===== config.mk =====
export PLATFORM = sky130hd
export DESIGN_NAME = fspsa_cordic_stage
export DESIGN_NICKNAME = d
export VERILOG_FILES = /design/src/rtl/fspsa_pkg.sv /design/src/rtl/fspsa_cordic_stage.sv
export SDC_FILE = /design/constraint.sdc
export NUM_CORES = 1
export LEC_CHECK = 0
export ABC_AREA = 1
export BUFFER_PORTS_ARGS = -buffer_cell sky130_fd_sc_hd__buf_2
export CORE_MARGIN = 1
export CORE_UTILIZATION = 35
export DETAILED_ROUTE_END_ITERATION = 12
export PLACE_DENSITY = 0.51
export SYNTH_ARGS = -nofsm -noshare
export SYNTH_HDL_FRONTEND = slang
export SYNTH_SLANG_ARGS = --single-unit

===== constraint.sdc =====
create_clock -name clk -period 7.7 [get_ports clk]
set_input_delay 0.77 -clock clk [delete_from_list [all_inputs] [get_ports clk]]
set_output_delay 0.77 -clock clk [all_outputs]
set_load 0.01 [all_outputs]

===== src/rtl/fspsa_pkg.sv =====
package fspsa_pkg;

    // normalized magnitude, cordic datapath, angle accumulator and angle widths
    localparam int NORM_W    = 32;
    localparam int CORDIC_W  = 36;
    localparam int ZW        = 33;
    localparam int ANG_W     = 33;
    localparam int OUT_W     = 15;
    localparam int ANG_FRAC  = 30;
    localparam int TABLE_LEN = 24;

    // radians * 2^30
    localparam logic [ANG_W-1:0] PI_Q30        = 33'd3373259426;
    localparam logic [ANG_W-1:0] HALF_PI_Q30   = 33'd1686629713;
    localparam logic [ANG_W-1:0] THR_HALF_Q30  = 33'd5059889139;
    localparam logic [ANG_W-1:0] FULL_Q30      = 33'd6746518852;

    // where the angle comes from
    typedef enum logic [2:0] {
        SECT_Q1,
        SECT_Q2,
        SECT_Q3,
        SECT_Q4,
        SECT_HALF_PI,
        SECT_PI,
        SECT_THR_HALF_PI,
        SECT_FULL
    } sect_t;

    typedef struct packed {
        logic  valid;
        sect_t sect;
    } tag_t;

    // atan(2^-i) in radians * 2^30, truncated
    function automatic logic [ZW-1:0] atan_q30(input int idx);
        logic [ZW-1:0] val;
        begin
            unique case (idx)
                0:       val = 33'd843314856;
                1:       val = 33'd497837829;
                2:       val = 33'd263043836;
                3:       val = 33'd133525158;
                4:       val = 33'd67021686;
                5:       val = 33'd33543515;
                6:       val = 33'd16775850;
                7:       val = 33'd8388437;
                8:       val = 33'd4194282;
                9:       val = 33'd2097149;
                10:      val = 33'd1048575;
                11:      val = 33'd524287;
                12:      val = 33'd262143;
                13:      val = 33'd131071;
                14:      val = 33'd65535;
                15:      val = 33'd32767;
                16:      val = 33'd16383;
                17:      val = 33'd8191;
                18:      val = 33'd4095;
                19:      val = 33'd2047;
                20:      val = 33'd1023;
                21:      val = 33'd511;
                22:      val = 33'd255;
                23:      val = 33'd127;
                default: val = '0;
            endcase
            return val;
        end
    endfunction

endpackage


===== src/rtl/fspsa_cordic_stage.sv =====
module fspsa_cordic_stage import fspsa_pkg::*; #(
    parameter int IDX = 0
) (
    input  logic                       clk,
    input  logic                       rst_n,
    input  tag_t                       in_tag,
    input  logic signed [CORDIC_W-1:0] in_x,
    input  logic signed [CORDIC_W-1:0] in_y,
    input  logic signed [ZW-1:0]       in_z,
    input  logic                       out_en,
    output logic                       in_en,
    output tag_t                       out_tag,
    output logic signed [CORDIC_W-1:0] out_x,
    output logic signed [CORDIC_W-1:0] out_y,
    output logic signed [ZW-1:0]       out_z
);

    localparam logic signed [ZW-1:0] ATAN_STEP = atan_q30(IDX);

    tag_t                       tag_reg;
    logic signed [CORDIC_W-1:0] x_reg;
    logic signed [CORDIC_W-1:0] y_reg;
    logic signed [ZW-1:0]       z_reg;
    logic signed [CORDIC_W-1:0] x_next;
    logic signed [CORDIC_W-1:0] y_next;
    logic signed [ZW-1:0]       z_next;
    logic                       en;

    assign en    = !tag_reg.valid || out_en;
    assign in_en = en;

    // rotate toward the x axis
    always_comb
    begin
        if (!in_y[CORDIC_W-1])
        begin
            x_next = in_x + (in_y >>> IDX);
            y_next = in_y - (in_x >>> IDX);
            z_next = in_z + ATAN_STEP;
        end
        else
        begin
            x_next = in_x - (in_y >>> IDX);
            y_next = in_y + (in_x >>> IDX);
            z_next = in_z - ATAN_STEP;
        end
    end

    always_ff @(posedge clk or negedge rst_n)
    begin
        if (!rst_n)
        begin
            tag_reg <= '{valid: 1'b0, sect: SECT_PI};
        end
        else if (en)
        begin
            tag_reg <= in_tag;
        end
    end

    always_ff @(posedge clk)
    begin
        if (en)
        begin
            x_reg <= x_next;
            y_reg <= y_next;
            z_reg <= z_next;
        end
    end

    assign out_tag = tag_reg;
    assign out_x   = x_reg;
    assign out_y   = y_reg;
    assign out_z   = z_reg;

endmodule


# Word-level counts from Yosys, hierarchy flattened

Index checks and enable logic that the tools add are counted.
Widths: inputs -> output; s select.

Register bits: 109
Input port bits: 112
Output and inout bits: 110
Word-level logic and storage cells: 15

Add/subtract/negate cells: 5
Mux-type cells: 3
Reductions and logical operators: 2

Operators with widths:

| kind                   | number |
|---|---|
| $mux 36                | 2 |
| $sub 36x36->36         | 2 |
| $add 36x36->36         | 1 |
| $add 33x31->33 const B | 1 |
| $mux 33                | 1 |
| $sub 33x31->33 const B | 1 |
| $logic_not 1->1        | 1 |
| $logic_or 1x1->1       | 1 |

# Depth between registers and ports, before layout

Depth in word-level cells: 2
Depth in mapped cells: 18
Gate-level depth less buffers: 17

# Worst setup path before layout

Ideal clock, no wire load.

Path type: input-to-output
Start: input out_en
End: output in_en
Arrival time: 3,134 ps
Required time: 6,930 ps
Slack: 3,796 ps
Cell stages on the path: 2
Cells stage by stage: inv_1 > nand2_1

Cells in the longest elaborated chain, start to end: 1

RTL lines:

| item               | RTL line                 | text |
|---|---|---|
| start: declaration | fspsa_cordic_stage.sv:10 | `input logic out_en,` |
| $logic_or 1x1->1   | fspsa_cordic_stage.sv:29 | `assign en = !tag_reg.valid \|\| out_en;` |
| end: declaration   | fspsa_cordic_stage.sv:11 | `output logic in_en,` |

No other way between the ends.

# Worst setup path after layout

Start: input in_y[35]
End: register z_reg[29] (netlist: out_z[29]) (data pin)

Cells in the longest elaborated chain, start to end: 1

RTL lines:

| item                   | RTL line                 | text |
|---|---|---|
| start: declaration     | fspsa_cordic_stage.sv:8  | `input logic signed [CORDIC_W-1:0] in_y,` |
| $mux 33                | fspsa_cordic_stage.sv:35 | `if (!in_y[CORDIC_W-1])` |
| named net z_next[29]   | fspsa_cordic_stage.sv:26 | `logic signed [ZW-1:0] z_next;` |
| end signal: assignment | fspsa_cordic_stage.sv:67 | `z_reg <= z_next;` |
| end: declaration       | fspsa_cordic_stage.sv:23 | `logic signed [ZW-1:0] z_reg;` |

The timed path passes the listed nets, and every way through them passes these cells.
A chain may end at the register's enable or synchronous reset.

==> results.json <==
{
  "status": "finished, final reports clean",
  "cp-start-kind": "input port",
  "n_fill_cell": 4067,
  "grt_use_total": 0.248,
  "ys_ff_latch": 108,
  "setup_violations": 0,
  "crit_slowest_cell": "buf_4",
  "clock_latency_ns": 0.39,
  "numCtsBuffers": 9,
  "final-hold-violation-count": 0,
  "drt_wl_total_um": 47200,
  "grt_max_degree": 78,
  "port_buffers": 221,
  "die_x_um": 196,
  "hold_buffers": 0,
  "dp_hpwl_um": 40000,
  "first_pass_iters": 5,
  "vdd_ir_drop_max_mv": 0.101,
  "hp-class": "in -> async",
  "min_period_over_period": 0.425,
  "root_buffer": "clkbuf_16",
  "maxSlewViolCount": 0,
  "critical_path.top_delay_family": "buffers and inverters",
  "h-tree-depth": 3,
  "power_leakage_nw": 7.68,
  "slowest_delay_ns": 0.69,
  "syn_area_um2": 13100,
  "vias": 13329,
  "die-area_um2": 38300,
  "period_minus_slack_ns": 3.27,
  "avgViaCountPerCell": 5.04,
  "finalSetupTns_ns": 0,
  "layout_common_cells": "nand2_1, inv_1, buf_2",
  "postRouteAntennaNets": 0,
  "power_density_nw_per_um2": 157,
  "grt_pass1_wl_um": 72100,
  "rsz0062_at_grt": "no",
  "ios": 222,
  "num_rows": 70,
  "post_cts_buffers": 0,
  "final_util": 0.401,
  "syn2layout_area_growth_pct": 12.5,
  "cts.sinks": 108,
  "maxCapViolations": 0,
  "yosys.cell_types.count": 52,
  "antenna_found_initial": 1,
  "synthCells": 1987,
  "finalNonFillerCells": 2647,
  "critical_path.cell_chain": "buf_2, buf_4, ha_1, a21oi_1, a21boi_1, o21ai_1, nand3_1, nand3_1, nand2_1, nand2_1",
  "grt_pass1_vias": 13110,
  "syn_area_per_cell_um2": 6.60,
  "finalPower_mw": 2.31,
  "grt-ovfl-total": 0,
  "cp_num_buf_inv": 2,
  "start_util": 0.357,
  "cts.clk_slew.worst_paths_ns": 0.08,
  "design.core.area_um2": 36800,
  "crit_fanout": 58,
  "synth.net_count": 2236,
  "cts_resized": 0,
  "required_ns": 7.85,
  "layout_setup_ws_ns": 4.43,
  "drtIter0Drc": 839,
  "final_area_um2": 14800,
  "critPathKind": "in -> reg",
  "worst_pin_slew_ns": 0.943,
  "fp.dieH_um": 196,
  "relSlewSlack": 0.371,
  "drive_gt1_frac": 0.161,
  "yosys_warnings": 0,
  "worstPathArrival_ns": 3.42,
  "skew_ns": 0.0210,
  "yosysSeqAreaShare": 0.246,
  "wl_per_cell_um": 17.9,
  "cts_buffer_depth": 2,
  "n_antenna_cell": 0,
  "place_congestion": 0.925,
  "pre_cts_ws_ns": 4.01,
  "holdWs_ns": 0.182,
  "endpoint_kind": "flop",
  "drc_errors": 0,
  "dpl.cell_count": 2631,
  "clock.fmax_mhz": 306,
  "final_nets": 2423,
  "cts_tree": "yes",
  "place_area_um2": 14500,
  "layout_commonest_cell": "nand2_1"
}
## logic make-up after synthesis
| kind of cell | after synthesis | share of synthesized area |
|---|---|---|
| DFF | 108 | 0.246 |
| and+or+nand+nor | 1014 | 0.334 |
| AOI/OAI and AO/OA | 306 | 0.129 |
| muxes | 4 | 0.00334 |
| adders and majority gates | 137 | 0.133 |
| buffers and inverters | 362 | 0.118 |
| xor gates and xnor gates | 56 | 0.0379 |
## power breakdown
group          total (mW)  internal [mW]  switching (mW)
sequential          0.797          0.769          0.0279
combinational        1.03          0.335           0.694
clock               0.486          0.222           0.264
total                2.31           1.33           0.986
## Yosys cell counts (all sizes together)
master | n | area, um^2
nand4 | 14 | 87.6
inv | 312 | 1170
clkbuf | 3 | 11.3
xnor2 | 4 | 35.0
o22ai | 4 | 25.0
nand3 | 172 | 876
xor2 | 52 | 463
o21ai | 110 | 569
o211ai | 1 | 7.51
nand3b | 4 | 30.0
buf | 46 | 357
a21boi | 2 | 15.0
dfstp | 2 | 52.6
nand2 | 610 | 2390
a31oi | 4 | 25.0
a21oi | 151 | 782
nor3 | 14 | 100
or2 | 3 | 18.8
nor4 | 3 | 25.0
a21o | 7 | 52.6
dfrtp | 2 | 50.1
fa | 4 | 80.1
nor2 | 189 | 820
mux2i | 1 | 10.0
and2 | 5 | 33.8
o31ai | 2 | 15.0
o21a | 5 | 37.5
mux2 | 3 | 33.8
o21bai | 20 | 158
edfxtp | 104 | 3120
ha | 133 | 1660
clkinv | 1 | 3.75
## worst register-to-register path, delay by kind of cell, from the launching register on
family / cells / cell delay, ns
buf+inv: 1 / 0.77
flops: 1 / 0.41
simple gates: 1 / 0.21
## sequential cells by signal, summed over array words and instances (netlist names)
register and flops:
out_tag 4, out_z 33, out_x 35, out_y 36
## layout make-up
cell class	count	area [um^2]	area share
well taps	468	586	0.0397
clock inverters	7	51.3	0.00348
inverters	313	1170	0.0796
flip-flops and latches	108	3230	0.219
repair buffers	225	1140	0.0770
clock buffers	9	225	0.0153
multi-input cells	1517	8360	0.567
## worst paths after layout
path	startpoint	endpoint	slack [ns]	cells after the start
max in group asynchronous	rst_n	out_tag[2]$_DFFE_PN1P_	7.32	1
setup / recovery	in_y[35]	out_z[29]$_DFFE_PP_	4.43	10
setup reg to reg	out_tag[3]$_DFFE_PN0P_	out_z[32]$_DFFE_PP_	5.91	2
min in group clk	out_tag[1]$_DFFE_PN0P_	out_tag[1]$_DFFE_PN0P_	0.51	1
hold reg to reg	out_tag[1]$_DFFE_PN0P_	out_tag[1]$_DFFE_PN0P_	0.51	1
hold / removal	rst_n	out_tag[3]$_DFFE_PN0P_	0.18	1
## per-layer routing
metal / vias up / track usage / part of all wire / routed length, um
met3: 71 / 0.0242 / 0.046 / 2190
met2: 381 / 0.407 / 0.45 / 21200
li1: 6769 / - / - / -
met4: 0 / 0.102 / 0.036 / 1690
met5: - / 0 / 0 / 0
met1: 6108 / 0.333 / 0.47 / 22200
Power figures use the tool's default switching activity.
