`src/rtl/fspsa_pkg.sv`:
```
package fspsa_pkg;

    // normalized magnitude, cordic datapath, angle accumulator and angle widths
    localparam int NORM_W    = 32;
    localparam int CORDIC_W  = 36;
    localparam int ZW        = 33;
    localparam int ANG_W     = 33;
    localparam int OUT_W     = 15;
    localparam int ANG_FRAC  = 30;
    localparam int TABLE_LEN = 24;

    // radians * 2^30
    localparam logic [ANG_W-1:0] PI_Q30        = 33'd3373259426;
    localparam logic [ANG_W-1:0] HALF_PI_Q30   = 33'd1686629713;
    localparam logic [ANG_W-1:0] THR_HALF_Q30  = 33'd5059889139;
    localparam logic [ANG_W-1:0] FULL_Q30      = 33'd6746518852;

    // where the angle comes from
    typedef enum logic [2:0] {
        SECT_Q1,
        SECT_Q2,
        SECT_Q3,
        SECT_Q4,
        SECT_HALF_PI,
        SECT_PI,
        SECT_THR_HALF_PI,
        SECT_FULL
    } sect_t;

    typedef struct packed {
        logic  valid;
        sect_t sect;
    } tag_t;

    // atan(2^-i) in radians * 2^30, truncated
    function automatic logic [ZW-1:0] atan_q30(input int idx);
        logic [ZW-1:0] val;
        begin
            unique case (idx)
                0:       val = 33'd843314856;
                1:       val = 33'd497837829;
                2:       val = 33'd263043836;
                3:       val = 33'd133525158;
                4:       val = 33'd67021686;
                5:       val = 33'd33543515;
                6:       val = 33'd16775850;
                7:       val = 33'd8388437;
                8:       val = 33'd4194282;
                9:       val = 33'd2097149;
                10:      val = 33'd1048575;
                11:      val = 33'd524287;
                12:      val = 33'd262143;
                13:      val = 33'd131071;
                14:      val = 33'd65535;
                15:      val = 33'd32767;
                16:      val = 33'd16383;
                17:      val = 33'd8191;
                18:      val = 33'd4095;
                19:      val = 33'd2047;
                20:      val = 33'd1023;
                21:      val = 33'd511;
                22:      val = 33'd255;
                23:      val = 33'd127;
                default: val = '0;
            endcase
            return val;
        end
    endfunction

endpackage

```
`src/rtl/fspsa_prep.sv`:
```
module fspsa_prep import fspsa_pkg::*; #(
    parameter int SAMPLE_WIDTH = 24
) (
    input  logic                           clk,
    input  logic                           rst_n,
    input  logic                           in_valid,
    input  logic signed [SAMPLE_WIDTH-1:0] first_intensity,
    input  logic signed [SAMPLE_WIDTH-1:0] second_intensity,
    input  logic signed [SAMPLE_WIDTH-1:0] third_intensity,
    input  logic signed [SAMPLE_WIDTH-1:0] fourth_intensity,
    input  logic                           out_en,
    output logic                           in_en,
    output tag_t                           out_tag,
    output logic [NORM_W-1:0]              out_ax,
    output logic [NORM_W-1:0]              out_ay
);

    localparam int DW = SAMPLE_WIDTH + 1;

    logic                 v1_reg;
    logic signed [DW-1:0] den_reg;
    logic signed [DW-1:0] num_reg;
    tag_t                 tag2_reg;
    logic [NORM_W-1:0]    ax2_reg;
    logic [NORM_W-1:0]    ay2_reg;
    tag_t                 tag3_reg;
    logic [NORM_W-1:0]    ax3_reg;
    logic [NORM_W-1:0]    ay3_reg;
    tag_t                 tag4_reg;
    logic [NORM_W-1:0]    ax4_reg;
    logic [NORM_W-1:0]    ay4_reg;

    logic en1, en2, en3, en4;

    logic signed [DW-1:0] den_next;
    logic signed [DW-1:0] num_next;
    logic [DW-1:0]        den_mag;
    logic [DW-1:0]        num_mag;
    sect_t                sect_next;
    logic [NORM_W-1:0]    ax3_next;
    logic [NORM_W-1:0]    ay3_next;
    logic [NORM_W-1:0]    ax4_next;
    logic [NORM_W-1:0]    ay4_next;

    assign en4   = !tag4_reg.valid || out_en;
    assign en3   = !tag3_reg.valid || en4;
    assign en2   = !tag2_reg.valid || en3;
    assign en1   = !v1_reg || en2;
    assign in_en = en1;

    assign den_next = DW'(first_intensity) - DW'(third_intensity);
    assign num_next = DW'(fourth_intensity) - DW'(second_intensity);

    assign den_mag = den_reg[DW-1] ? DW'(-den_reg) : DW'(den_reg);
    assign num_mag = num_reg[DW-1] ? DW'(-num_reg) : DW'(num_reg);

    always_comb
    begin
        priority if (num_reg == '0)
        begin
            sect_next = (!den_reg[DW-1] && den_reg != '0) ? SECT_FULL : SECT_PI;
        end
        else if (den_reg == '0)
        begin
            sect_next = num_reg[DW-1] ? SECT_THR_HALF_PI : SECT_HALF_PI;
        end
        else if (!num_reg[DW-1])
        begin
            sect_next = den_reg[DW-1] ? SECT_Q2 : SECT_Q1;
        end
        else
        begin
            sect_next = den_reg[DW-1] ? SECT_Q3 : SECT_Q4;
        end
    end

    // leading zero shift, coarse steps
    always_comb
    begin
        ax3_next = ax2_reg;
        ay3_next = ay2_reg;
        if ((ax3_next[NORM_W-1:NORM_W-16] | ay3_next[NORM_W-1:NORM_W-16]) == '0)
        begin
            ax3_next = ax3_next << 16;
            ay3_next = ay3_next << 16;
        end
        if ((ax3_next[NORM_W-1:NORM_W-8] | ay3_next[NORM_W-1:NORM_W-8]) == '0)
        begin
            ax3_next = ax3_next << 8;
            ay3_next = ay3_next << 8;
        end
    end

    // fine steps
    always_comb
    begin
        ax4_next = ax3_reg;
        ay4_next = ay3_reg;
        if ((ax4_next[NORM_W-1:NORM_W-4] | ay4_next[NORM_W-1:NORM_W-4]) == '0)
        begin
            ax4_next = ax4_next << 4;
            ay4_next = ay4_next << 4;
        end
        if ((ax4_next[NORM_W-1:NORM_W-2] | ay4_next[NORM_W-1:NORM_W-2]) == '0)
        begin
            ax4_next = ax4_next << 2;
            ay4_next = ay4_next << 2;
        end
        if ((ax4_next[NORM_W-1] | ay4_next[NORM_W-1]) == 1'b0)
        begin
            ax4_next = ax4_next << 1;
            ay4_next = ay4_next << 1;
        end
    end

    always_ff @(posedge clk or negedge rst_n)
    begin
        if (!rst_n)
        begin
            v1_reg   <= 1'b0;
            tag2_reg <= '{valid: 1'b0, sect: SECT_PI};
            tag3_reg <= '{valid: 1'b0, sect: SECT_PI};
            tag4_reg <= '{valid: 1'b0, sect: SECT_PI};
        end
        else
        begin
            if (en1)
            begin
                v1_reg <= in_valid;
            end
            if (en2)
            begin
                tag2_reg <= '{valid: v1_reg, sect: sect_next};
            end
            if (en3)
            begin
                tag3_reg <= tag2_reg;
            end
            if (en4)
            begin
                tag4_reg <= tag3_reg;
            end
        end
    end

    always_ff @(posedge clk)
    begin
        if (en1)
        begin
            den_reg <= den_next;
            num_reg <= num_next;
        end
        if (en2)
        begin
            ax2_reg <= NORM_W'(den_mag);
            ay2_reg <= NORM_W'(num_mag);
        end
        if (en3)
        begin
            ax3_reg <= ax3_next;
            ay3_reg <= ay3_next;
        end
        if (en4)
        begin
            ax4_reg <= ax4_next;
            ay4_reg <= ay4_next;
        end
    end

    assign out_tag = tag4_reg;
    assign out_ax  = ax4_reg;
    assign out_ay  = ay4_reg;

endmodule

```
`config.mk`:
```
export PLATFORM = sky130hd
export DESIGN_NAME = fspsa_prep
export DESIGN_NICKNAME = d
export VERILOG_FILES = /design/src/rtl/fspsa_pkg.sv /design/src/rtl/fspsa_prep.sv
export SDC_FILE = /design/constraint.sdc
export NUM_CORES = 1
export LEC_CHECK = 0
export BUFFER_PORTS_ARGS = -buffer_cell sky130_fd_sc_hd__buf_2
export CAP_MARGIN = 10
export CORE_UTILIZATION = 53
export CTS_CLUSTER_SIZE = 40
export DETAILED_ROUTE_END_ITERATION = 7
export GPL_TIMING_DRIVEN = 0
export PLACE_DENSITY_LB_ADDON = 0.15
export SETUP_SLACK_MARGIN = 0.3
export SLEW_MARGIN = 30
export SYNTH_ARGS = -nofsm -noshare
export SYNTH_HDL_FRONTEND = slang
export SYNTH_SLANG_ARGS = --single-unit
```
`constraint.sdc`:
```
create_clock -name clk -period 2.8 [get_ports clk]
set_input_delay 0.14 -clock clk [delete_from_list [all_inputs] [get_ports clk]]
set_output_delay 0.14 -clock clk [all_outputs]
set_load 0.05 [all_outputs]
```
# Word-level counts from Yosys, hierarchy flattened

Cells that the tools add are included.

Register bits after elaboration: 241
Latch bits: 0
RAM bits: 0
Bits in read-only memories: 0
Bits of input ports: 100
Logic and storage cells: 66
Memories kept: 0

Add/subtract/negate cells: 4
Multipliers: 0
Divide/modulo/power cells: 0
Magnitude comparators: 0
Equality and inequality tests: 0
Shift operators: 0
Muxes and demuxes: 19
Bitwise logic cells: 5
Reductions and logical operators: 17

Operator list:

| kind                         | count |
|---|---|
| two-way mux 32 bit           | 10 |
| zero test 25 bit             | 2 |
| negator 25 bit               | 2 |
| subtractor 24 x 24 -> 25 bit | 2 |
| two-way mux 24 bit           | 2 |
| nonzero test 25 bit          | 1 |
| zero test 16 bit             | 1 |
| bitwise OR 9 bit             | 1 |
| zero test 8 bit              | 1 |
| bitwise OR 8 bit             | 1 |
| two-way mux 2 bit            | 3 |
| two-way mux 3 bit            | 2 |
| zero test 1 bit              | 5 |
| zero test 4 bit              | 1 |
| logical OR 1 bit             | 4 |
| bitwise OR 4 bit             | 1 |
| zero test 2 bit              | 1 |
| two-way mux 1 bit            | 2 |
| bitwise OR 2 bit             | 1 |
| logical AND 1 bit            | 1 |
| bitwise OR 1 bit             | 1 |

# Logic depth before layout (Yosys ltp)

Depth after elaboration: 8
Gate-level depth with buffers: 11
Mapped depth without buffers: 11

# Least setup slack after synthesis

OpenSTA, ideal clock, no wires.

Path kind: reg-to-reg
From: register tag4_reg (netlist bit out_tag[3])
To: register den_reg[0], enable pin
Setup time: 1010 ps
Arrival time: 2863 ps
Required time: 1790 ps
Setup slack: -1073 ps
Stages on the path, launching flop included: 4
Buffers on the path: 1
Cells stage by stage: dfrtp_1 nor2b_1 clkbuf_1 nand4_1

Cells in the longest elaborated chain, start to end: 5

Ends and longest elaborated chain:

| element                | line              | text |
|---|---|---|
| start, declared        | fspsa_prep.sv:29  | `tag_t tag4_reg;` |
| start signal, assigned | fspsa_prep.sv:123 | `tag4_reg <= '{valid: 1'b0, sect: SECT_PI};` |
| start signal, assigned | fspsa_prep.sv:141 | `tag4_reg <= tag3_reg;` |
| zero test 1 bit        | fspsa_prep.sv:45  | `assign en4 = !tag4_reg.valid \|\| out_en;` |
| logical OR 1 bit       | fspsa_prep.sv:45  |  |
| logical OR 1 bit       | fspsa_prep.sv:46  | `assign en3 = !tag3_reg.valid \|\| en4;` |
| logical OR 1 bit       | fspsa_prep.sv:47  | `assign en2 = !tag2_reg.valid \|\| en3;` |
| logical OR 1 bit       | fspsa_prep.sv:48  | `assign en1 = !v1_reg \|\| en2;` |
| named net in_en        | fspsa_prep.sv:12  | `output logic in_en,` |
| end signal, assigned   | fspsa_prep.sv:150 | `den_reg <= den_next;` |
| end, declared          | fspsa_prep.sv:21  | `logic signed [DW-1:0] den_reg;` |

The timed path passes the listed nets, and every way through them passes these cells.
A chain may end at the register's enable or synchronous reset.

# Worst setup path in the final report

From: register ax3_reg[27]
To: register ay4_reg[28] (netlist: out_ay[28]) (data pin)

Cells in the longest elaborated chain, start to end: 6
Elaborated cells on any way between the ends: 7

Ends and longest elaborated chain:

| element                | line              | text |
|---|---|---|
| start, declared        | fspsa_prep.sv:27  | `logic [NORM_W-1:0] ax3_reg;` |
| start signal, assigned | fspsa_prep.sv:160 | `ax3_reg <= ax3_next;` |
| two-way mux 32 bit *   | fspsa_prep.sv:99  | `if ((ax4_next[NORM_W-1:NORM_W-4] \| ay4_next[NORM_W-1:NORM_W-4]) == '0)` |
| bitwise OR 2 bit       | fspsa_prep.sv:104 | `if ((ax4_next[NORM_W-1:NORM_W-2] \| ay4_next[NORM_W-1:NORM_W-2]) == '0)` |
| zero test 2 bit        | fspsa_prep.sv:104 |  |
| two-way mux 32 bit     | fspsa_prep.sv:104 |  |
| bitwise OR 1 bit       | fspsa_prep.sv:109 | `if ((ax4_next[NORM_W-1] \| ay4_next[NORM_W-1]) == 1'b0)` |
| two-way mux 32 bit *   | fspsa_prep.sv:109 |  |
| named net ay4_next[28] | fspsa_prep.sv:43  | `logic [NORM_W-1:0] ay4_next;` |
| end signal, assigned   | fspsa_prep.sv:166 | `ay4_reg <= ay4_next;` |
| end, declared          | fspsa_prep.sv:31  | `logic [NORM_W-1:0] ay4_reg;` |

Mark *: on every way through the listed nets, which the timed path passes. The rest lies on a longest branch.

==> results.txt <==
- After floorplanning, the core was divided into 58 placement rows.
- The initial antenna violation count came to 0.
* TritonCTS sink count: ~240
- After clock tree synthesis, the clock-pin slew on the worst setup and hold paths is ~0.060 ns.
- The synthesized design spends more area on one cell type than any other, namely sky130_fd_sc_hd__edfxtp_1.
- Maximum level of the CTS H-tree: 1
* Critical Path RT: just over 3 ns
- Wire length of the first global-routing pass: 50200 microns
- Of all nets on the critical path, the largest fanout is 10.
* DP Worst Slack: -0.210 ns
- Measured along the x axis, the die boundary spans between 150 and 200 microns.
- In this run the worst setup path begins at ax3_reg[27].
* Number of remaining DRC errors: 0
- After synthesis the netlist holds a flip-flop and latch count of around 240.
- From bottom edge to top edge, the die measures 164 microns.
- Buffer depth of the longest clock path: 3
- Number of vias per cell: between 5 and 6
- The number of pins with negative max-slew slack in the final report is 0.
* Initial core utilization: 0.546
* Crit path largest cell delay: 0.48 ns
- In this run the worst hold path is classified as in2reg.
- Final count of hold timing violations: 0
- Normalized max-slew margin: 0.588
* Reg2Reg Depth: 9
* Transition time at the pin with the least slew margin: 0.616 ns
- The region available for standard cell placement spans about 25000 sq um.
- Top area cells in the synthesized netlist: sky130_fd_sc_hd__edfxtp_1 (49%), sky130_fd_sc_hd__mux2i_1 (6.1%), sky130_fd_sc_hd__ha_1 (4.5%)
- The number of global-route vias before repair was 9849.
- Startpoint of the worst register-to-register path: ax3_reg[27]
- 169 I/O pins were placed.
- The net count of the finished layout is between 1500 and 2000.
* Hold depth: 5
- Run status: complete, no violations
- Share of the yosys chip area belonging to registers: 0.516
- Most frequently used flop master after synthesis: sky130_fd_sc_hd__edfxtp_1
- Cell area power density: roughly 920 nW/um^2
- TritonCTS built the clock tree.
- The area growth from synthesis to layout is 20.0%.
- Max Clock Skew: about 0.010 ns
- For this run, the detailed router's first-pass iteration total came to 6.
- Slack of the critical path: 0.314 ns
- Counting the buffers created by CTS gives 24.
* Crit path time final: roughly 2.5 ns
* Share of post-route cells with drive strength above 1: 0.246
* Syn nets: around 1500
- Critical path startpoint category: flop
* Gate count after technology mapping: approximately 1300
- The final layout contains routed wiring with a total length of 32300 microns.
- Dividing the synthesized area by the synthesized cell count gives 10.7 sq um.
* Share of flip-flops with an asynchronous set or reset after synthesis: 0.0539
- Setup repair after global routing missed its margin: true
- Number of design-rule violations left by the first detailed-router iteration: 892
* Remaining global-route overflow: 0
* Share of Yosys cell area claimed by the top area cell type: 0.493
- Across the run, the number of max-cap violations was 0.
- VDD sags by at most between 1 and 1.5 mV.
- The HPWL after detailed placement is roughly 24000 microns.
* Highest attainable clock frequency: 402 MHz
- The die covers between 20000 and 30000 sq um.
* Port-buffer cells: about 170
* Ratio of final minimum period to clock period: 0.888
- Cell with the largest stage delay on the worst path: sky130_fd_sc_hd__edfxtp_1
* Maximum number of pins on one net before global-route repair: 61
* Antenna diode instance count: 0
* Root Buffer: sky130_fd_sc_hd__clkbuf_16
- Across every metal layer, demand over resource in global routing totals 0.235.
- At the end of routability-driven placement, the weighted congestion stood at around 0.95.
- Synth warn: 0
- Final cell utilization of the core: 0.655
- The worst setup path is captured at a flop.
- Across all hold checks on the routed design, the worst slack comes to 0.0441 ns.
* Leakage power summed over all cells: between 6 and 7 nW
* Remaining antenna violation count after routing: 0
* Critical Path, Cell by Cell: nor2_2 -> nand2_2 -> a31oi_1 -> buf_4 -> buf_6 -> mux2i_2 -> nor2_1 -> a221oi_2 -> o21ai_0
- Dividing the detail-routed wire length by the instance count gives between 15 and 20 microns.
- Setup violators final: 0
- Arrival time at the worst endpoint: around 2.7 ns
* Critical setup path kind: reg2reg
- The worst hold path begins at out_en.
- Mapped Area: approximately 14000 sq um
- Later-pin clock latency in the skew report: 0.52 ns
* Overall via count from detail_route: between 10000 and 15000
- Count of unique library cells instantiated by Yosys: 60
- EDFF count, synth: around 230
- Sum Neg Setup Slack: 0 ns
==> logic make-up after synthesis <==
logic type,Yosys count,synth area share
AND/OR/NAND/NOR,390,0.129
multiplexers,131,0.0985
AO/OA/AOI/OAI,283,0.122
adder cells (fa/ha/maj),52,0.0479
buffers and inverters,121,0.0335
XOR/XNOR,84,0.0529
flip-flops,241,0.516
==> synthesized netlist by cell type (all sizes together), types with 6 or more instances <==
cell type	instances
a211oi	6
a21o	13
a21oi	106
a31oi	14
and2	21
and3	12
buf	12
clkbuf	38
dfrtp	7
dfstp	6
edfxtp	228
ha	50
inv	71
mux2	46
mux2i	85
nand2	131
nand2b	14
nand3	27
nand4	7
nor2	121
nor2b	12
nor3	10
nor4	14
o21a	12
o21ai	79
o31ai	14
o41ai	9
or2	6
or3	8
xnor2	67
xor2	17
==> final cells by class <==
class	count	area (sq um)
Clock buffer	30	654
Multi-Input combinational cell	940	6600
Fill cell	2019	8790
Clock inverter	13	98.8
Inverter	71	269
Sequential cell	241	7180
Timing Repair Buffer	206	1200
Buffer	50	268
Tap cell	330	413
==> path summary, 6_finish.rpt <==
path	endpoint	slack, ns
worst min register to register	out_tag[0]	0.46
worst max register to register	out_ay[28]	0.31
min in group asynchronous	tag2_reg[1]	0.05
worst min-delay path	out_tag[2]	0.04
max in group asynchronous	tag3_reg[2]	2.47
worst max-delay path	out_ay[28]	0.31
==> timing repair <==
| action | CTS | global route |
|---|---|---|
| pin swaps | 4 | 10 |
| setup endpoints to repair | 94 | 83 |
| setup buffers | 11 | 18 |
| gates resized for setup | 43 | 66 |
| hold buffers | 3 | 0 |
| gates cloned | 0 | 0 |
| hold endpoints to repair | 15 | 0 |
==> per-layer routing <==
| layer | global-route usage | vias to the layer above | part of all wire |
|---|---|---|---|
| met5 | 0 | - | 0 |
| met4 | 0.100 | 0 | 0.038 |
| met3 | 0.0255 | 97 | 0.046 |
| met2 | 0.398 | 375 | 0.48 |
| met1 | 0.308 | 4824 | 0.44 |
| li1 | - | 5209 | - |
==> cell usage in the layout, fill, tap and decap left out, types with 13 or more instances in the layout <==
cell type / Yosys / final
sky130_fd_sc_hd__o31ai_1: 14 / 13
sky130_fd_sc_hd__mux2i_1: 85 / 63
sky130_fd_sc_hd__mux2i_2: 0 / 19
sky130_fd_sc_hd__edfxtp_1: 228 / 228
sky130_fd_sc_hd__nand3_1: 27 / 25
sky130_fd_sc_hd__clkbuf_16: 0 / 25
sky130_fd_sc_hd__a21o_1: 13 / 13
sky130_fd_sc_hd__nand2b_1: 14 / 13
sky130_fd_sc_hd__o21ai_0: 78 / 78
sky130_fd_sc_hd__xnor2_1: 67 / 67
sky130_fd_sc_hd__nor2_1: 121 / 115
sky130_fd_sc_hd__xor2_1: 17 / 17
sky130_fd_sc_hd__a21oi_1: 106 / 105
sky130_fd_sc_hd__clkbuf_1: 38 / 28
sky130_fd_sc_hd__buf_4: 0 / 30
sky130_fd_sc_hd__mux2_2: 45 / 45
sky130_fd_sc_hd__ha_1: 50 / 49
sky130_fd_sc_hd__and2_1: 21 / 21
sky130_fd_sc_hd__inv_1: 71 / 69
sky130_fd_sc_hd__nand2_1: 131 / 127
sky130_fd_sc_hd__buf_2: 9 / 173
==> power by group <==
| part | switching, mW | leakage, nW | internal [mW] | total, mW |
|---|---|---|---|---|
| Sequential | 0.986 | 2.48 | 5.56 | 6.54 |
| Clock | 1.30 | 0.367 | 1.75 | 3.05 |
| Combinational | 3.63 | 3.79 | 2.10 | 5.72 |
==> through the flow <==
stage	area, sq um	instances	power [mW]
CTS	16300	1863	15.0
floorplan	13900	1302	10.3
finish	16700	1881	15.3
detailed placement	15300	1806	11.8
global placement	15200	1800	11.7
global route	16700	1881	16.0
==> critical path, delay by kind of cell, from the launching register on <==
kind	cells	cell delay, ns
mux	1	0.26
simple gates	3	0.43
buf+inv	2	0.42
compound gates	3	0.61
flops	1	0.48
Power figures use the tool's default switching activity.
