File: src/rtl/fspsa_pkg.sv
package fspsa_pkg;

    // normalized magnitude, cordic datapath, angle accumulator and angle widths
    localparam int NORM_W    = 32;
    localparam int CORDIC_W  = 36;
    localparam int ZW        = 33;
    localparam int ANG_W     = 33;
    localparam int OUT_W     = 15;
    localparam int ANG_FRAC  = 30;
    localparam int TABLE_LEN = 24;

    // radians * 2^30
    localparam logic [ANG_W-1:0] PI_Q30        = 33'd3373259426;
    localparam logic [ANG_W-1:0] HALF_PI_Q30   = 33'd1686629713;
    localparam logic [ANG_W-1:0] THR_HALF_Q30  = 33'd5059889139;
    localparam logic [ANG_W-1:0] FULL_Q30      = 33'd6746518852;

    // where the angle comes from
    typedef enum logic [2:0] {
        SECT_Q1,
        SECT_Q2,
        SECT_Q3,
        SECT_Q4,
        SECT_HALF_PI,
        SECT_PI,
        SECT_THR_HALF_PI,
        SECT_FULL
    } sect_t;

    typedef struct packed {
        logic  valid;
        sect_t sect;
    } tag_t;

    // atan(2^-i) in radians * 2^30, truncated
    function automatic logic [ZW-1:0] atan_q30(input int idx);
        logic [ZW-1:0] val;
        begin
            unique case (idx)
                0:       val = 33'd843314856;
                1:       val = 33'd497837829;
                2:       val = 33'd263043836;
                3:       val = 33'd133525158;
                4:       val = 33'd67021686;
                5:       val = 33'd33543515;
                6:       val = 33'd16775850;
                7:       val = 33'd8388437;
                8:       val = 33'd4194282;
                9:       val = 33'd2097149;
                10:      val = 33'd1048575;
                11:      val = 33'd524287;
                12:      val = 33'd262143;
                13:      val = 33'd131071;
                14:      val = 33'd65535;
                15:      val = 33'd32767;
                16:      val = 33'd16383;
                17:      val = 33'd8191;
                18:      val = 33'd4095;
                19:      val = 33'd2047;
                20:      val = 33'd1023;
                21:      val = 33'd511;
                22:      val = 33'd255;
                23:      val = 33'd127;
                default: val = '0;
            endcase
            return val;
        end
    endfunction

endpackage

File: src/rtl/fspsa_post.sv
module fspsa_post import fspsa_pkg::*; #(
    parameter int PHASE_FRAC_BITS = 12
) (
    input  logic                  clk,
    input  logic                  rst_n,
    input  tag_t                  in_tag,
    input  logic signed [ZW-1:0]  in_z,
    input  logic                  out_stall,
    output logic                  in_en,
    output logic                  out_valid,
    output logic [OUT_W-1:0]      out_phase
);

    localparam int               SH       = ANG_FRAC - PHASE_FRAC_BITS;
    localparam logic [ANG_W:0]   RND_HALF = (ANG_W+1)'(1) << (SH - 1);
    localparam logic [ANG_W:0]   FULL_RND = ((ANG_W+1)'(FULL_Q30) + RND_HALF) >> SH;
    localparam logic [OUT_W-1:0] FULL_OUT = OUT_W'(FULL_RND);

    tag_t             tag1_reg;
    logic [ANG_W-1:0] zc_reg;
    logic             v2_reg;
    logic [ANG_W-1:0] ang_reg;
    logic             v3_reg;
    logic [OUT_W-1:0] phase_reg;

    logic             en1, en2, en3;
    logic [ANG_W-1:0] zc_next;
    logic [ANG_W-1:0] ang_next;
    logic [ANG_W:0]   rnd;
    logic [ANG_W:0]   rnd_shifted;
    logic [OUT_W-1:0] phase_next;

    assign en3   = !v3_reg || !out_stall;
    assign en2   = !v2_reg || en3;
    assign en1   = !tag1_reg.valid || en2;
    assign in_en = en1;

    // clamp to the first quadrant
    always_comb
    begin
        priority if (in_z[ZW-1])
        begin
            zc_next = '0;
        end
        else if (ANG_W'(in_z) > HALF_PI_Q30)
        begin
            zc_next = HALF_PI_Q30;
        end
        else
        begin
            zc_next = ANG_W'(in_z);
        end
    end

    always_comb
    begin
        unique case (tag1_reg.sect)
            SECT_Q1:          ang_next = zc_reg;
            SECT_Q2:          ang_next = PI_Q30 - zc_reg;
            SECT_Q3:          ang_next = PI_Q30 + zc_reg;
            SECT_Q4:          ang_next = FULL_Q30 - zc_reg;
            SECT_HALF_PI:     ang_next = HALF_PI_Q30;
            SECT_PI:          ang_next = PI_Q30;
            SECT_THR_HALF_PI: ang_next = THR_HALF_Q30;
            SECT_FULL:        ang_next = FULL_Q30;
            default:          ang_next = PI_Q30;
        endcase
    end

    // round half up, zero wraps to full turn
    assign rnd         = (ANG_W+1)'(ang_reg) + RND_HALF;
    assign rnd_shifted = rnd >> SH;
    assign phase_next  = (rnd_shifted == '0) ? FULL_OUT : OUT_W'(rnd_shifted);

    always_ff @(posedge clk or negedge rst_n)
    begin
        if (!rst_n)
        begin
            tag1_reg <= '{valid: 1'b0, sect: SECT_PI};
            v2_reg   <= 1'b0;
            v3_reg   <= 1'b0;
        end
        else
        begin
            if (en1)
            begin
                tag1_reg <= in_tag;
            end
            if (en2)
            begin
                v2_reg <= tag1_reg.valid;
            end
            if (en3)
            begin
                v3_reg <= v2_reg;
            end
        end
    end

    always_ff @(posedge clk)
    begin
        if (en1)
        begin
            zc_reg <= zc_next;
        end
        if (en2)
        begin
            ang_reg <= ang_next;
        end
        if (en3)
        begin
            phase_reg <= phase_next;
        end
    end

    assign out_valid = v3_reg;
    assign out_phase = phase_reg;

endmodule
File: config.mk
export PLATFORM = sky130hd
export DESIGN_NAME = fspsa_post
export DESIGN_NICKNAME = d
export VERILOG_FILES = /design/src/rtl/fspsa_pkg.sv /design/src/rtl/fspsa_post.sv
export SDC_FILE = /design/constraint.sdc
export NUM_CORES = 1
export LEC_CHECK = 0
export BUFFER_PORTS_ARGS = -buffer_cell sky130_fd_sc_hd__buf_2
export CELL_PAD_IN_SITES_DETAIL_PLACEMENT = 0
export CELL_PAD_IN_SITES_GLOBAL_PLACEMENT = 2
export CORE_ASPECT_RATIO = 1.1
export CORE_MARGIN = 1.5
export CORE_UTILIZATION = 36
export DETAILED_ROUTE_END_ITERATION = 16
export PLACE_DENSITY = 0.83
export SETUP_SLACK_MARGIN = 0.5
export SYNTH_ARGS = -nofsm -noshare
export SYNTH_HDL_FRONTEND = slang
export SYNTH_SLANG_ARGS = --single-unit
File: constraint.sdc
create_clock -name clk -period 4.65 [get_ports clk]
set_input_delay 0.93 -clock clk [delete_from_list [all_inputs] [get_ports clk]]
set_output_delay 0.93 -clock clk [all_outputs]
set_load 0.01 [all_outputs]
# Word-level counts from Yosys, hierarchy flattened

Cells that the tools add are included.

Bits in registers: 87
Input port bits: 40
Output and inout port bits: 17
Logic and storage cells: 32

Add/subtract/negate cells: 4
Magnitude comparators: 1
Equality and inequality tests: 7
Mux-type cells: 2
Reductions and logical operators: 10

Operators by type and width:

| cell                                                                               | number |
|---|---|
| 33-bit case mux with 8 select lines                                                | 1 |
| 33-bit by 18-bit adder with 34-bit output (second input constant)                  | 1 |
| 34-bit zero test                                                                   | 1 |
| 32-bit by 33-bit adder with 33-bit output (first input constant)                   | 1 |
| 33-bit by 31-bit greater-than comparator with 1-bit output (second input constant) | 1 |
| 32-bit by 33-bit subtractor with 33-bit output (first input constant)              | 1 |
| 33-bit subtractor (first input constant)                                           | 1 |
| 31-bit two-way mux                                                                 | 1 |
| 3-bit equality test (second input constant)                                        | 4 |
| 3-bit by 2-bit equality test with 1-bit output (second input constant)             | 2 |
| 1-bit zero test                                                                    | 4 |
| 3-bit by 1-bit equality test with 1-bit output (second input constant)             | 1 |
| 3-bit zero test                                                                    | 1 |
| 1-bit logical OR                                                                   | 3 |
| 2-bit OR reduction                                                                 | 1 |

# Longest topological paths before layout

Gate-level depths: netlist of the first run.

Depth in word-level cells: 4
Gate-level depth with buffers: 13
Mapped depth without buffers: 11

# Worst setup path after synthesis of the first run

No wires, ideal clock.

Path kind: flip-flop to flip-flop
Start point: reg tag1_reg[0] (netlist bit)
End point: reg ang_reg[25] (data pin)
Setup time: 261 ps
Arrival: 3,067 ps
Required time: 4,389 ps
Slack: 1,322 ps
Stages on the path, launching flop included: 12
Path buffers: 2
Clock period less this slack: 3,328 ps
Cell sequence: dfstp_2 buf_2 nand3b_4 buf_2 ha_1 or3_4 a211o_1 a22o_1 o21a_1 or3_1 a21o_1 a311o_1

Cells in the longest elaborated chain, start to end: 2
Elaborated cells between the ends (all ways): 9
Those cells by class: eq/ne: 7; mux: 1; reduce/logical: 1

RTL lines:

| item                                        | line              | source |
|---|---|---|
| from (decl)                                 | fspsa_post.sv:19  | `tag_t tag1_reg;` |
| from (signal assigned)                      | fspsa_post.sv:79  | `tag1_reg <= '{valid: 1'b0, sect: SECT_PI};` |
| from (signal assigned)                      | fspsa_post.sv:87  | `tag1_reg <= in_tag;` |
| 3-bit equality test (tied with other cells) | fspsa_post.sv:57  | `unique case (tag1_reg.sect)` |
| 33-bit case mux with 8 select lines *       | fspsa_post.sv:57  |  |
| named net ang_next[25]                      | fspsa_post.sv:28  | `logic [ANG_W-1:0] ang_next;` |
| to (signal assigned)                        | fspsa_post.sv:108 | `ang_reg <= ang_next;` |
| to (decl)                                   | fspsa_post.sv:22  | `logic [ANG_W-1:0] ang_reg;` |

Mark *: on every way through the listed nets, which the timed path passes. The rest lies on a longest branch.
A chain may end at the register's enable or synchronous reset.

# Worst setup path after layout of the first run

Ends and elaborated chain as after synthesis.

==> results.py, run 1 <==
metrics = {
    "power": {
        "power_mw": 1.960,
        "leakagePower_nw": 2.115,
        "power.density_nw_per_um2": 370.9,
        "ir_worst_vdd_v": 0.0001553,
    },
    "status": {
        "outcome": "complete, no violations",
    },
    "sta": {
        "finClkSkew_ps": 4.490,
        "setup_viol": 0,
        "slew_violations": 0,
        "worst_pin_slew_ps": 757.1,
        "setup_tns_ps": 0,
        "hold_viol": 0,
        "rsz0062_at_grt": "false",
        "fin_crit_ps": 3335,
        "max_freq_mhz": 299.9,
        "min_period_over_period": 0.7171,
        "slew-limit-headroom": 0.4933,
    },
    "floorplanning": {
        "die_h_um": 121.3,
        "dieArea_um2": 13400,
        "initial_core_util": 0.3667,
        "fp.dieW_um": 110.5,
        "core_um2": 12480,
        "rows": 43,
        "io_pins": 57,
    },
    "worst_setup_path": {
        "worstSetupPathType": "reg2reg",
        "rrSetupSlack_ps": 1320,
        "r2r-end": "ang_reg[25]",
        "cp_max_fo": 27,
        "crit_start": "tag1_reg[0]",
        "critPathCaptureType": "flip-flop",
        "cp.required_ps": 4730,
        "r2r_start": "tag1_reg[0]",
        "cp_data_arrival_time_ps": 3420,
        "worst-r2r-cell-count": 9,
        "cp-start-kind": "flip-flop",
    },
    "synth": {
        "syn_inst": 500,
        "synthFlopType": "edfxtp_1",
        "synth_area_leaders": "edfxtp_1 (41%), a21oi_1 (4.3%), nand2_1 (3.9%), inv_1 (3.2%), and2_1 (3.0%)",
        "ys_types": 67,
        "synth_common_cells": "edfxtp_1 (63), nand2_1 (48), a21oi_1 (39), inv_1 (39), nor2_1 (35)",
        "yosysTopAreaCell": "edfxtp_1",
        "synth_seq_cells": 69,
        "yosys.cell_count.top_type": "edfxtp_1",
        "ys_async_sr_fraction": 0.08696,
        "synth_nets": 551,
        "ys_seq_area_frac": 0.4467,
        "syn_avg_cell_area_um2": 9.154,
        "netlist_area_um2": 4577,
        "netlist.area_leader.share": 0.4133,
        "ys_warn_count": 0,
        "synth_edf_count": 63,
    },
    "routing": {
        "postRouteWirelength_um": 10730,
        "firstDrtPassIters": 4,
        "wl_per_cell_um": 15.09,
        "viasPerCell": 5.323,
        "route.detailed.drc": 0,
        "vias": 3785,
        "ant_nets": 0,
        "first_iter_violations": 242,
    },
    "job": {
        "drv_cap": 0,
    },
    "finish": {
        "area.growth.synth_to_final_pct": 15.47,
        "largest_reg_flops": 32,
        "layout-drive-gt1-share": 0.1588,
        "fin_nets": 600,
        "stdcell_area_um2": 5285,
        "n_antenna_cell": 0,
        "instances_no_fill": 711,
    },
    "grt": {
        "grt_max_degree": 40,
        "grt_pass1_wl_um": 18220,
        "antenna_found_initial": 0,
        "grt_overflow": 0,
        "track_usage": 0.1713,
        "grt_pass1_vias": 3712,
    },
    "clock_network": {
        "hold_buffers": 0,
        "cts.path.max_buffers": 2,
        "numCtsBuffers": 9,
        "root_buffer": "clkbuf_16",
        "clock_sinks": 69,
        "cts_setup_buffers": 0,
        "insertion_delay_ps": 330,
        "ctsResizeCount": 0,
        "path_clk_slew_ps": 50,
        "htreeDepth": 3,
        "cts_tree": "yes",
    },
    "placement": {
        "portBuffers": 56,
        "hpwl_um": 8406,
        "placed_area_um2": 5002,
        "dpl.cell_count": 695,
        "place_congestion": 0.9420,
    },
    "worst_hold_path": {
        "min_path_type": "in2async",
    },
}
## through the flow
step	hold WS [ps]	util	worst slack, ps
after global placement	446.2	0.4008	1317
after floorplan	434.8	-	1322
after CTS	404.3	0.4234	1321
final	407.5	0.4234	1315
after detailed placement	444.8	0.4008	1316
after global routing	410.8	0.4234	1119
## cell type report
type,instances,area (um2)
clock buffers,10,229.0
repair buffers,61,317.8
clock inverters,6,53.80
multi-input cells,367,2290
fillers,1258,7197
inverters,41,153.9
flip-flops and latches,69,2044
well taps,157,196.4
## metal layers
layer	global-route usage	routed length [um]	vias to the layer above
li1	-	-	1937
met1	0.1989	4544	1726
met3	0.03397	485	13
met4	0.07612	189	0
met2	0.3067	5513	109
met5	0	0	-
## worst max-delay path by stage
| stage | endpoint | cells after the start | slack, ps |
|---|---|---|---|
| floorplan | ang_reg[25] | 11 | 1320 |
| detailed placement | zc_reg[27] | 9 | 1320 |
| global route | ang_reg[25] | 10 | 1120 |
| global placement | zc_reg[28] | 9 | 1320 |
| finish | ang_reg[25] | 9 | 1320 |
| CTS | ang_reg[25] | 9 | 1320 |
## report_power, final
part           switching (mW)  leakage (nW)  total, mW  internal, mW
logic                   0.257          1.24      0.434         0.177
registers              0.0759         0.728      0.872         0.796
clock network           0.245         0.143      0.654         0.409
total                   0.579          2.12       1.96          1.38
## worst max-delay path, cell delays in order (launching register included)
cell	delay (ps)
dfstp_2	550
nand3b_4	280
ha_1	320
or3_4	380
a211o_1	230
a22o_1	260
o21a_1	230
or3_1	320
a21o_1	180
a311o_1	340
## layout by cell type, fill, tap and decap left out, types with 4 or more instances in the layout
master / count
edfxtp_1: 63
buf_2: 56
nand2_1: 48
inv_1: 39
a21oi_1: 39
nor2_1: 35
nand3_1: 23
o21ai_0: 22
and2_1: 22
nor3_1: 14
xnor2_1: 14
xor2_1: 13
nand4_1: 12
and3_1: 11
ha_1: 11
clkbuf_16: 9
a211oi_1: 8
or3_1: 7
o31ai_1: 7
nor2b_1: 6
nand2b_1: 6
buf_4: 5
a31oi_1: 4
a211o_1: 4
or4_1: 4
clkinv_2: 4
dfrtp_1: 4
## cells by family (layout without fill, tap and decap cells)
kind of cell / after synthesis / count (layout) / synth area share
xor gates and xnor gates: 27 / 27 / 0.05167
adders and majority gates: 11 / 11 / 0.03007
muxes: 2 / 2 / 0.004647
buffers and inverters: 64 / 118 / 0.05413
AOI/OAI and AO/OA: 125 / 125 / 0.1856
and+or+nand+nor: 201 / 201 / 0.2264
DFF: 69 / 69 / 0.4467
other: 1 / 1 / 0.0008193
Power figures use the tool's default switching activity.
==> run 2, diff against run 1 <==
CORE_UTILIZATION = 33   (was 36)
PLACE_DENSITY = 0.8   (was 0.83)
clock period = 2.9 ns   (was 4.65 ns; I/O delays follow)
==> run 2 against run 1 <==
The flow now finishes with violations (setup timing). Routed wire length increased by 12%. Clock-buffer cell count is the same. Critical path depth increased by 3. Maximum frequency is 10% higher. Clock power is 76% higher. First-iteration DRC count increased by 16%. Clock skew increased by 1.6 ps. Combinational power grew 130%. Hold slack lost 340 ps. Non-clock buffer count grew 59. Cell area grew 19%. Critical path type unchanged. Highest routed layer unchanged.
==> results.py, run 2 (synthesis results as in run 1) <==
metrics = {
    "worst_setup_path": {
        "critPathCaptureType": "flip-flop",
        "cp_max_fo": 7,
        "slowest_stage": "dfstp_2",
        "cp-start-kind": "flip-flop",
        "critical_path.top_delay_family": "compound AO/OA/AOI/OAI gates",
        "worstSetupPathType": "reg2reg",
        "worstPathCellList": "nand3b_4 > buf_6 > buf_6 > ha_4 > nor2b_1 > o22ai_1 > a211oi_2 > a211oi_2 > o21a_1 > or3_1 > a21o_1 > a311o_1",
        "crit_path_max_incr_delay_ps": 550,
        "cp_data_arrival_time_ps": 3100,
        "cp.required_ps": 2970,
        "crit_buf_inv": 2,
    },
    "routing": {
        "postRouteWirelength_um": 12010,
        "route.detailed.drc": 0,
        "vias": 4154,
        "firstDrtPassIters": 4,
        "first_iter_violations": 280,
        "viasPerCell": 5.199,
        "wl_per_cell_um": 15.03,
        "ant_nets": 0,
    },
    "finish": {
        "final_common_cell": "edfxtp_1",
        "layout-drive-gt1-share": 0.3382,
        "utilization": 0.4716,
        "fill_cells": 1287,
        "fin_nets": 661,
        "mostFrequentLayoutCells": "edfxtp_1 (63), buf_2 (56), buf_4 (52), nand2_1 (46), inv_1 (38)",
        "area.growth.synth_to_final_pct": 37.83,
        "largest_reg_flops": 32,
        "n_antenna_cell": 0,
    },
    "grt": {
        "grt_overflow": 0,
        "grt_max_degree": 40,
        "track_usage": 0.1676,
        "antenna_found_initial": 0,
        "grt_pass1_wl_um": 19130,
        "grt_pass1_vias": 4028,
    },
    "clock_network": {
        "root_buffer": "clkbuf_16",
        "path_clk_slew_ps": 60,
        "htreeDepth": 3,
        "cts.path.max_buffers": 2,
        "cts_tree": "yes",
        "clock_sinks": 69,
        "numCtsBuffers": 9,
        "insertion_delay_ps": 330,
    },
    "sta": {
        "finalWorstSetupSlack_ps": -124.3,
        "finClkSkew_ps": 6.076,
        "slew-limit-headroom": 0.4860,
        "max_freq_mhz": 330.7,
        "setup_viol": 8,
        "whs_ps": 64.95,
        "hold_viol": 0,
        "setup_tns_ps": -362.0,
        "rsz0062_at_grt": "true",
        "min_period_over_period": 1.043,
        "worst_pin_slew_ps": 768.9,
        "slew_violations": 0,
        "fin_crit_ps": 3024,
    },
    "power": {
        "power.density_nw_per_um2": 557.8,
        "leakagePower_nw": 2.468,
        "power_mw": 3.519,
        "ir_worst_vdd_v": 0.0002873,
    },
    "job": {
        "drv_cap": 0,
    },
    "floorplanning": {
        "io_pins": 57,
        "die_h_um": 126.5,
        "dieArea_um2": 14590,
        "rows": 44,
        "initial_core_util": 0.3421,
        "fp.dieW_um": 115.3,
        "core_um2": 13380,
    },
    "placement": {
        "dpl_worst_slack_ps": -480.7,
        "portBuffers": 56,
        "hpwl_um": 9057,
        "place_congestion": 0.8544,
    },
    "worst_hold_path": {
        "min_path_type": "in2async",
    },
    "status": {
        "outcome": "finished, violations left",
        "violations": "setup timing",
    },
}
-- run 2: changes by cell type in the layout (fill, tap and decap cells not counted), moves of 7 or more --
cell,delta
buf_4,+47
a21oi_1,-13
ha_1,-7
buf_6,+11
a21oi_2,+12
o21ai_0,-8
-- run 2: cell type report --
class	instances	area, um2	share of cell area
clock inverters	6	87.58	0.01388
clock buffers	10	229.0	0.03630
repair buffers	120	809.5	0.1283
well taps	184	230.2	0.03649
inverters	41	163.9	0.02598
flip-flops and latches	69	2044	0.3241
multi-input cells	369	2744	0.4349
-- run 2: worst reg2reg max path: cells and delay by family (launching register included) --
kind	cells	cell delay, ps
adders and majority gates	1	150
AOI/OAI and AO/OA	6	1190
DFF	1	550
and+or+nand+nor	3	600
buffers and inverters	2	290
-- run 2: power by group --
| part | switching, mW | internal (mW) |
|---|---|---|
| Sequential | 0.113 | 1.28 |
| Combinational | 0.530 | 0.447 |
| Clock | 0.403 | 0.751 |
| Total | 1.05 | 2.47 |
-- run 2: final timing paths --
check,startpoint,endpoint,slack (ps),cells past startpoint
max in group asynchronous,rst_n,tag1_reg[2],2610,1
hold reg to reg,tag1_reg[3],v2_reg,460,1
setup / recovery,tag1_reg[0],ang_reg[25],-120,12
hold / removal,rst_n,tag1_reg[1],60,1
setup reg to reg,tag1_reg[0],ang_reg[25],-120,12
min in group clk,in_tag[3],tag1_reg[3],450,2
-- run 2: metrics by stage --
stage	area [um2]	instances
2_1_floorplan	4698	500
3_3_place_gp	5423	762
3_5_place_dp	5423	762
4_1_cts	6092	792
5_1_grt	6309	799
6_report	6309	799
-- run 2: timing repair --
item                                    CTS  global route
resized for setup                        52            33
setup buffers                            12             7
cloned                                    2             0
pin swaps                                31            32
hold buffers                              0             0
endpoints found under the setup margin   49            49
-- run 2: layer usage --
metal | wire (um) | vias to the layer above | track usage
li1 | - | 2064 | -
met1 | 5021 | 1963 | 0.1919
met2 | 6204 | 105 | 0.3057
met3 | 451 | 22 | 0.02867
met4 | 334 | 0 | 0.06899
met5 | 0 | - | 0
